===== src/rtl/core/hsfd_pkg.sv =====
// Shared constants and types for the humidity sensor frame decoder.
package hsfd_pkg;

	// Frame check: CRC-8, polynomial x^8+x^5+x^4+1, zero seed, MSB first
	localparam logic [7:0]  CRC_POLY  = 8'h31;
	localparam logic [7:0]  CRC_INIT  = 8'h00;

	// Raw code layout: bit 1 marks humidity, the two low bits are status
	localparam int          TYPE_BIT  = 1;
	localparam logic [15:0] CODE_MASK = 16'hFFFC;

	// Conversion to hundredths: floor(gain * code / 2^16) - offset
	localparam int          GAIN_W      = 15;
	localparam int          CODE_W      = 16;
	localparam int          PROD_W      = GAIN_W + CODE_W;
	localparam int          SCALE_SHIFT = 16;
	localparam int          VALUE_W     = 15;
	localparam logic [GAIN_W-1:0] T_GAIN  = GAIN_W'(17572);
	localparam logic [GAIN_W-1:0] RH_GAIN = GAIN_W'(12500);
	localparam logic signed [VALUE_W:0] T_OFFSET  = (VALUE_W+1)'(4685);
	localparam logic signed [VALUE_W:0] RH_OFFSET = (VALUE_W+1)'(600);

	// Result status codes
	typedef enum logic [1:0] {
		ST_OK       = 2'd0,
		ST_CRC_ERR  = 2'd1,
		ST_TYPE_ERR = 2'd2
	} status_t;

endpackage


===== src/rtl/core/humidity_sensor_frame_decode.sv =====
// Sensor frame decoder: CRC check, type check and conversion to hundredths.
// A beat is taken into the input registers, then passes the CRC and multiplier into the result registers.
// Throughput: one beat per cycle; busy is always low, the input and result
// registers form a two-stage pipeline with one multiplier between them.
// Reset clears the stage valid bits, so no done strobe follows reset.
// The receiver cannot stall: done marks each result for exactly one cycle.
module humidity_sensor_frame_decode (
	input  logic                                clk,
	input  logic                                arst_n,
	input  logic                                start,
	output logic                                busy,
	input  logic                                want_humidity,
	input  logic [7:0]                          data_high,
	input  logic [7:0]                          data_low,
	input  logic [7:0]                          check_byte,
	output logic                                done,
	output hsfd_pkg::status_t                   status,
	output logic signed [hsfd_pkg::VALUE_W-1:0] scaled_value,
	output logic [15:0]                         raw_code
);
	import hsfd_pkg::*;

	logic                      vld_s1;
	logic                      want_s1;
	logic [7:0]                high_s1;
	logic [7:0]                low_s1;
	logic [7:0]                chk_s1;

	logic [7:0]                crc;
	logic [CODE_W-1:0]         code;
	logic signed [VALUE_W-1:0] value;
	status_t                   status_d;
	logic signed [VALUE_W-1:0] value_d;

	logic                      done_s2;
	status_t                   status_s2;
	logic signed [VALUE_W-1:0] value_s2;
	logic [CODE_W-1:0]         code_s2;

	// Never hold off a beat
	assign busy = 1'b0;

	// Input stage: valid bit under reset, payload without reset, loaded on an accepted beat
	always_ff @(posedge clk or negedge arst_n) begin
		if (!arst_n) begin
			vld_s1 <= 1'b0;
		end else begin
			vld_s1 <= start & ~busy;
		end
	end

	always_ff @(posedge clk) begin
		if (start & ~busy) begin
			want_s1 <= want_humidity;
			high_s1 <= data_high;
			low_s1  <= data_low;
			chk_s1  <= check_byte;
		end
	end

	assign code = {high_s1, low_s1};

	hsfd_crc u_crc (
		.data_high (high_s1),
		.data_low  (low_s1),
		.crc       (crc)
	);

	hsfd_scale u_scale (
		.want_humidity (want_s1),
		.code          (code & CODE_MASK),
		.value         (value)
	);

	// Classify the frame; zero the value on any failed check
	always_comb begin
		if (crc != chk_s1) begin
			status_d = ST_CRC_ERR;
			value_d  = '0;
		end else if (code[TYPE_BIT] != want_s1) begin
			status_d = ST_TYPE_ERR;
			value_d  = '0;
		end else begin
			status_d = ST_OK;
			value_d  = value;
		end
	end

	// Result stage
	always_ff @(posedge clk or negedge arst_n) begin
		if (!arst_n) begin
			done_s2 <= 1'b0;
		end else begin
			done_s2 <= vld_s1;
		end
	end

	always_ff @(posedge clk) begin
		if (vld_s1) begin
			status_s2 <= status_d;
			value_s2  <= value_d;
			code_s2   <= code;
		end
	end

	assign done         = done_s2;
	assign status       = status_s2;
	assign scaled_value = value_s2;
	assign raw_code     = code_s2;

	// Every accepted beat yields a result strobe on done
	a_result_follows: assert property (@(posedge clk) disable iff (!arst_n)
		(start && !busy) |=> ##1 done)
		else $error("accepted beat produced no result");

	// No result without an accepted beat
	a_no_spurious: assert property (@(posedge clk) disable iff (!arst_n)
		done |-> $past(start, 2))
		else $error("result strobe without an accepted beat");

	// Raw code carries the accepted data bytes
	a_raw_code: assert property (@(posedge clk) disable iff (!arst_n)
		done |-> (raw_code == {$past(data_high, 2), $past(data_low, 2)}))
		else $error("raw code does not match the accepted bytes");

	// Failed checks report a zero value
	a_err_zero: assert property (@(posedge clk) disable iff (!arst_n)
		(done && status != ST_OK) |-> (scaled_value == '0))
		else $error("nonzero value on a failed frame");

endmodule


===== src/rtl/core/hsfd_crc.sv =====
// CRC-8 (poly 0x31) over the two data bytes of one frame.
module hsfd_crc (
	input  logic [7:0] data_high,
	input  logic [7:0] data_low,
	output logic [7:0] crc
);
	import hsfd_pkg::*;

	logic [15:0] msg;
	assign msg = {data_high, data_low};

	// Shift the message through the register, MSB first
	always_comb begin
		logic [7:0] acc;
		logic       fb;
		acc = CRC_INIT;
		for (int i = 15; i >= 0; i--) begin
			fb  = acc[7] ^ msg[i];
			acc = {acc[6:0], 1'b0} ^ (fb ? CRC_POLY : 8'h00);
		end
		crc = acc;
	end

endmodule


===== src/rtl/core/hsfd_scale.sv =====
// Fixed-point conversion of a masked raw code to hundredths.
module hsfd_scale (
	input  logic                                 want_humidity,
	input  logic [hsfd_pkg::CODE_W-1:0]          code,
	output logic signed [hsfd_pkg::VALUE_W-1:0]  value
);
	import hsfd_pkg::*;

	logic [GAIN_W-1:0]          gain;
	logic signed [VALUE_W:0]    offset;
	logic [PROD_W-1:0]          prod;
	logic [VALUE_W-1:0]         quot;
	logic signed [VALUE_W:0]    diff;

	// Pick gain and offset for the requested quantity
	assign gain   = want_humidity ? RH_GAIN : T_GAIN;
	assign offset = want_humidity ? RH_OFFSET : T_OFFSET;

	// Multiply, drop the fraction, remove the offset
	assign prod  = PROD_W'(gain) * PROD_W'(code);
	assign quot  = prod[SCALE_SHIFT +: VALUE_W];
	assign diff  = $signed({1'b0, quot}) - offset;
	assign value = diff[VALUE_W-1:0];

endmodule

===== config.mk =====
export PLATFORM = sky130hd
export DESIGN_NAME = humidity_sensor_frame_decode
export DESIGN_NICKNAME = d
export VERILOG_FILES = /design/src/rtl/core/hsfd_pkg.sv /design/src/rtl/core/humidity_sensor_frame_decode.sv /design/src/rtl/core/hsfd_crc.sv /design/src/rtl/core/hsfd_scale.sv
export SDC_FILE = /design/constraint.sdc
export NUM_CORES = 1
export LEC_CHECK = 0
export BUFFER_PORTS_ARGS = -buffer_cell sky130_fd_sc_hd__buf_2
export CORE_ASPECT_RATIO = 1.5
export CORE_MARGIN = 1
export CORE_UTILIZATION = 62
export CTS_CLUSTER_SIZE = 28
export DETAILED_ROUTE_END_ITERATION = 10
export PLACE_DENSITY = 0.88
export SYNTH_ARGS = -nofsm -noshare
export SYNTH_HDL_FRONTEND = slang
export SYNTH_SLANG_ARGS = --single-unit

===== constraint.sdc =====
create_clock -name clk -period 9.8 [get_ports clk]
set_clock_uncertainty 0.15 [all_clocks]
set_input_delay 0 -clock clk [delete_from_list [all_inputs] [get_ports clk]]
set_output_delay 0 -clock clk [all_outputs]
set_load 0.05 [all_outputs]

==> qor.log <==
[layout] fin area 7901 µm²
[clocking] number of sinks driven by the clock tree 60
[layout] register area 1792 µm²
[logic_synthesis] summed instance area of the synthesized netlist 6900 µm²
[sta] setup total negative slack 0 ns
[clocking] cts bufs inserted 9
[clocking] Post-CTS Setup Bufs 0
[global_route] via count of the first global-routing pass 5513
[global_route] pin count of the biggest net entering global routing 35
[sta] worst slack on hold paths 0.2349 ns
[critical_path] number of buffers and inverters on the critical path 5
[layout] Syn-to-layout area delta 14.51%
[sta] post-route minimum period 8.092 ns
[placed_design] input/output buffers 61
[clocking] H-tree Lvls 3
[placed_design] DP HPWL 11780 µm
[logic_synthesis] total of warnings raised by yosys 0
[layout] layout cell share with drive strength beyond 1 13.98%
[logic_synthesis] share of flip-flops with an asynchronous set or reset 3.333%
[run_status] status finished, final reports clean
[detailed_routing] total iterations of the first detailed-routing run 8
[die] effective utilization at floorplan 64.46%
[logic_synthesis] most frequently used cell type in the post-synthesis netlist sky130_fd_sc_hd__ha_1
[critical_path] crit path max-delay cell type sky130_fd_sc_hd__fa_1
[critical_path] Max FO, Critical Path 33
[detailed_routing] DRC violation total after the first TritonRoute iteration 263
[detailed_routing] post-detailed-route count of antenna-violating nets 0
[logic_synthesis] cell type with the largest total area after synthesis sky130_fd_sc_hd__edfxtp_1
[placed_design] pre-CTS setup slack 1.891 ns
[die] height of the die 131.2 µm
[global_route] GRT Overall Usage 29.00%
[sta] final hold violation count 0
[die] number of I/O pins 63
[die] row count 46
[die] Die ar. 11560 µm²
[logic_synthesis] mean instance size in the synthesized netlist 10.73 µm²
[layout] Nets 947
[die] Die Width 88.14 µm
[sta] Final WS setup 1.708 ns
[job] Max-cap violations 0
[critical_path] reg2reg setup slack 1.71 ns
[clocking] TritonCTS clock tree built
[detailed_routing] total number of vias 5057
[sta] setup violators final 0
[die] placeable core area 10710 µm²
[clocking] source-to-sink clock delay at the later pin of the worst-skew pair 0.33 ns
[logic_synthesis] Cell variety after synth 68
[detailed_routing] Detailed Route WL 15090 µm
[logic_synthesis] most used standard cells in the synthesized netlist sky130_fd_sc_hd__ha_1, sky130_fd_sc_hd__inv_1, sky130_fd_sc_hd__fa_1
[sta] final worst-path cycle share 82.57%
[sta] unrepaired setup endpoints after global routing no
[sta] number of pins with negative max-slew slack in the final report 0
[critical_path] WP data required 9.73 ns
[clocking] root buffer cell sky130_fd_sc_hd__clkbuf_16
[logic_synthesis] Seq/Total Area, Yosys 25.97%
[sta] Rel. slew slack 58.01%
[critical_path] startpoint-to-endpoint class of the critical path flop to flop
[clocking] Clock Tree Buf Depth 2
[sta] achievable clock frequency 0.1236 GHz
[global_route] Congestion Overflow GR 0
[placed_design] area after detailed placement 7340 µm²
[critical_path] Startpoint Class flop
[clocking] clock-pin transition on the worst setup and hold timing paths 0.06 ns
[logic_synthesis] number of storage elements in the synthesis netlist 60
[critical_path] cell family contributing the most delay on the critical path adder cells
[critical_path] delay of the slowest cell on the worst path 0.52 ns
[logic_synthesis] Post-synth EDFFs 58
[logic_synthesis] cells taking the most area after synthesis sky130_fd_sc_hd__edfxtp_1, sky130_fd_sc_hd__ha_1, sky130_fd_sc_hd__fa_1
[detailed_routing] total DRC errors in the routed layout 0
[critical_path] arrival time at the worst endpoint 8.02 ns
[layout] Antenna Diode Count 0
[global_route] initial antenna violation count 0
[detailed_routing] wire per inst 16.99 µm
[global_route] first-pass GRT wire length 25580 µm
[critical_path] nature of the critical path endpoint flop
[logic_synthesis] share of Yosys cell area claimed by the top area cell type 25.24%
[layout] Multi-input gate area 4664 µm²
[logic_synthesis] main flop type after synthesis sky130_fd_sc_hd__edfxtp_1
[layout] filler cell count 712
[min_path] type of the worst min-delay path primary input to flop
[placed_design] routability-driven placement congestion ratio 0.9165
[detailed_routing] detailed-route vias per instance 5.695
[sta] actual transition at the worst max-transition pin 0.6261 ns
[logic_synthesis] synthesized instance count 643
[worst register-to-register path: stages (launching register included)]
cell and delay (ns):
sky130_fd_sc_hd__edfxtp_1 0.40, sky130_fd_sc_hd__buf_4 0.27, sky130_fd_sc_hd__inv_1 0.39, sky130_fd_sc_hd__nand2_1 0.16, sky130_fd_sc_hd__inv_1 0.17, sky130_fd_sc_hd__fa_1 0.46
sky130_fd_sc_hd__fa_1 0.52, sky130_fd_sc_hd__inv_1 0.06, sky130_fd_sc_hd__fa_1 0.48, sky130_fd_sc_hd__inv_1 0.06, sky130_fd_sc_hd__fa_1 0.49, sky130_fd_sc_hd__ha_1 0.31
sky130_fd_sc_hd__ha_1 0.34, sky130_fd_sc_hd__a211o_2 0.35, sky130_fd_sc_hd__o31a_2 0.32, sky130_fd_sc_hd__o21ai_0 0.24, sky130_fd_sc_hd__nand2b_1 0.14, sky130_fd_sc_hd__a21oi_1 0.21
sky130_fd_sc_hd__xnor2_1 0.14, sky130_fd_sc_hd__ha_1 0.24, sky130_fd_sc_hd__and2b_1 0.23, sky130_fd_sc_hd__a31o_2 0.25, sky130_fd_sc_hd__a211oi_1 0.51, sky130_fd_sc_hd__a311o_2 0.33
sky130_fd_sc_hd__a2bb2oi_2 0.08, sky130_fd_sc_hd__mux2_1 0.34, sky130_fd_sc_hd__nor3_1 0.14, sky130_fd_sc_hd__nor3_1 0.07
[area by class of cell]
class / count / area share [%]
inverters: 102 / 4.846
clock inverters: 4 / 0.3167
flip-flops and latches: 60 / 22.68
clock buffers: 12 / 3.246
multi-input cells: 475 / 59.03
well taps: 144 / 2.280
repair buffers: 91 / 7.601
[cells in the final DEF (no fill, tap or decap), types with 3 or more instances in the layout]
cell type	Yosys	final
sky130_fd_sc_hd__nor2_1	27	27
sky130_fd_sc_hd__a21o_1	4	4
sky130_fd_sc_hd__o21ai_0	13	13
sky130_fd_sc_hd__mux2i_1	3	3
sky130_fd_sc_hd__and3_1	8	8
sky130_fd_sc_hd__nand4_1	3	3
sky130_fd_sc_hd__inv_1	102	102
sky130_fd_sc_hd__o211ai_1	4	4
sky130_fd_sc_hd__xnor2_1	46	46
sky130_fd_sc_hd__nor4_1	3	3
sky130_fd_sc_hd__dlygate4sd3_1	0	28
sky130_fd_sc_hd__nand2b_1	5	5
sky130_fd_sc_hd__buf_2	2	61
sky130_fd_sc_hd__and2_1	5	5
sky130_fd_sc_hd__a21oi_1	23	23
sky130_fd_sc_hd__o2111a_1	3	3
sky130_fd_sc_hd__fa_1	63	63
sky130_fd_sc_hd__a211oi_1	4	4
sky130_fd_sc_hd__nor3b_1	3	3
sky130_fd_sc_hd__o31ai_1	3	3
sky130_fd_sc_hd__clkbuf_16	0	9
sky130_fd_sc_hd__nor3_1	10	10
sky130_fd_sc_hd__edfxtp_1	58	58
sky130_fd_sc_hd__conb_1	2	14
sky130_fd_sc_hd__ha_1	117	117
sky130_fd_sc_hd__nor2b_1	9	9
sky130_fd_sc_hd__or2_2	3	3
sky130_fd_sc_hd__nand2_1	42	42
sky130_fd_sc_hd__xor2_1	16	16
sky130_fd_sc_hd__nand3_1	3	3
sky130_fd_sc_hd__or3_1	3	3
[routing by layer]
layer	global-route usage (%)	part of all wire, %	vias up
met4	16.31	5.0	0
met3	5.088	4.1	60
li1	-	-	2346
met5	0	0	-
met2	49.61	53	200
met1	33.38	38	2451
[state kept, by name (all words and copies together), names as in the netlist]
signal and flops:
low_s1 8, vld_s1 1, want_s1 1, status 2, high_s1 8, chk_s1 8
scaled_value 15, done 1, raw_code 16
[logic make-up (layout without fill, tap and decap cells)]
kind of cell               after synthesis  after routing  synth area share [%]
adders and majority gates              180            180                 39.49
and+or+nand+nor                        132            132                 9.592
buffers and inverters                  120            209                 7.090
AOI/OAI and AO/OA                       78             78                 8.014
xor gates and xnor gates                66             66                 8.976
DFF                                     60             60                 25.97
muxes                                    5              5                0.7616
other                                    2             14                0.1088
[metrics by stage]
stage | cells | util [%]
3_3_place_gp | 844 | 68.56
3_5_place_dp | 844 | 68.56
2_1_floorplan | 655 | -
4_1_cts | 888 | 73.81
5_1_grt | 888 | 73.81
6_report | 888 | 73.81
[path summary, 6_finish.rpt]
check / from / cells past startpoint / end
max: want_s1$_DFFE_PP_ / 27 / scaled_value[11]$_SDFFCE_PP0P_
min: data_high[7] / 2 / high_s1[7]$_DFFE_PP_
max reg2reg: want_s1$_DFFE_PP_ / 27 / scaled_value[11]$_SDFFCE_PP0P_
min reg2reg: low_s1[0]$_DFFE_PP_ / 0 / raw_code[0]$_DFFE_PP_
max in group asynchronous: arst_n / 3 / vld_s1$_DFF_PN0_
min in group asynchronous: arst_n / 3 / done$_DFF_PN0_
[what timing repair did]
action | in CTS | in global routing
gates resized for setup | 0 | 0
hold endpoints to repair | 28 | 0
hold buffers | 28 | 0
Power is not shown: default switching activity piles up to over one toggle a cycle in this logic, so the estimate is an artifact.
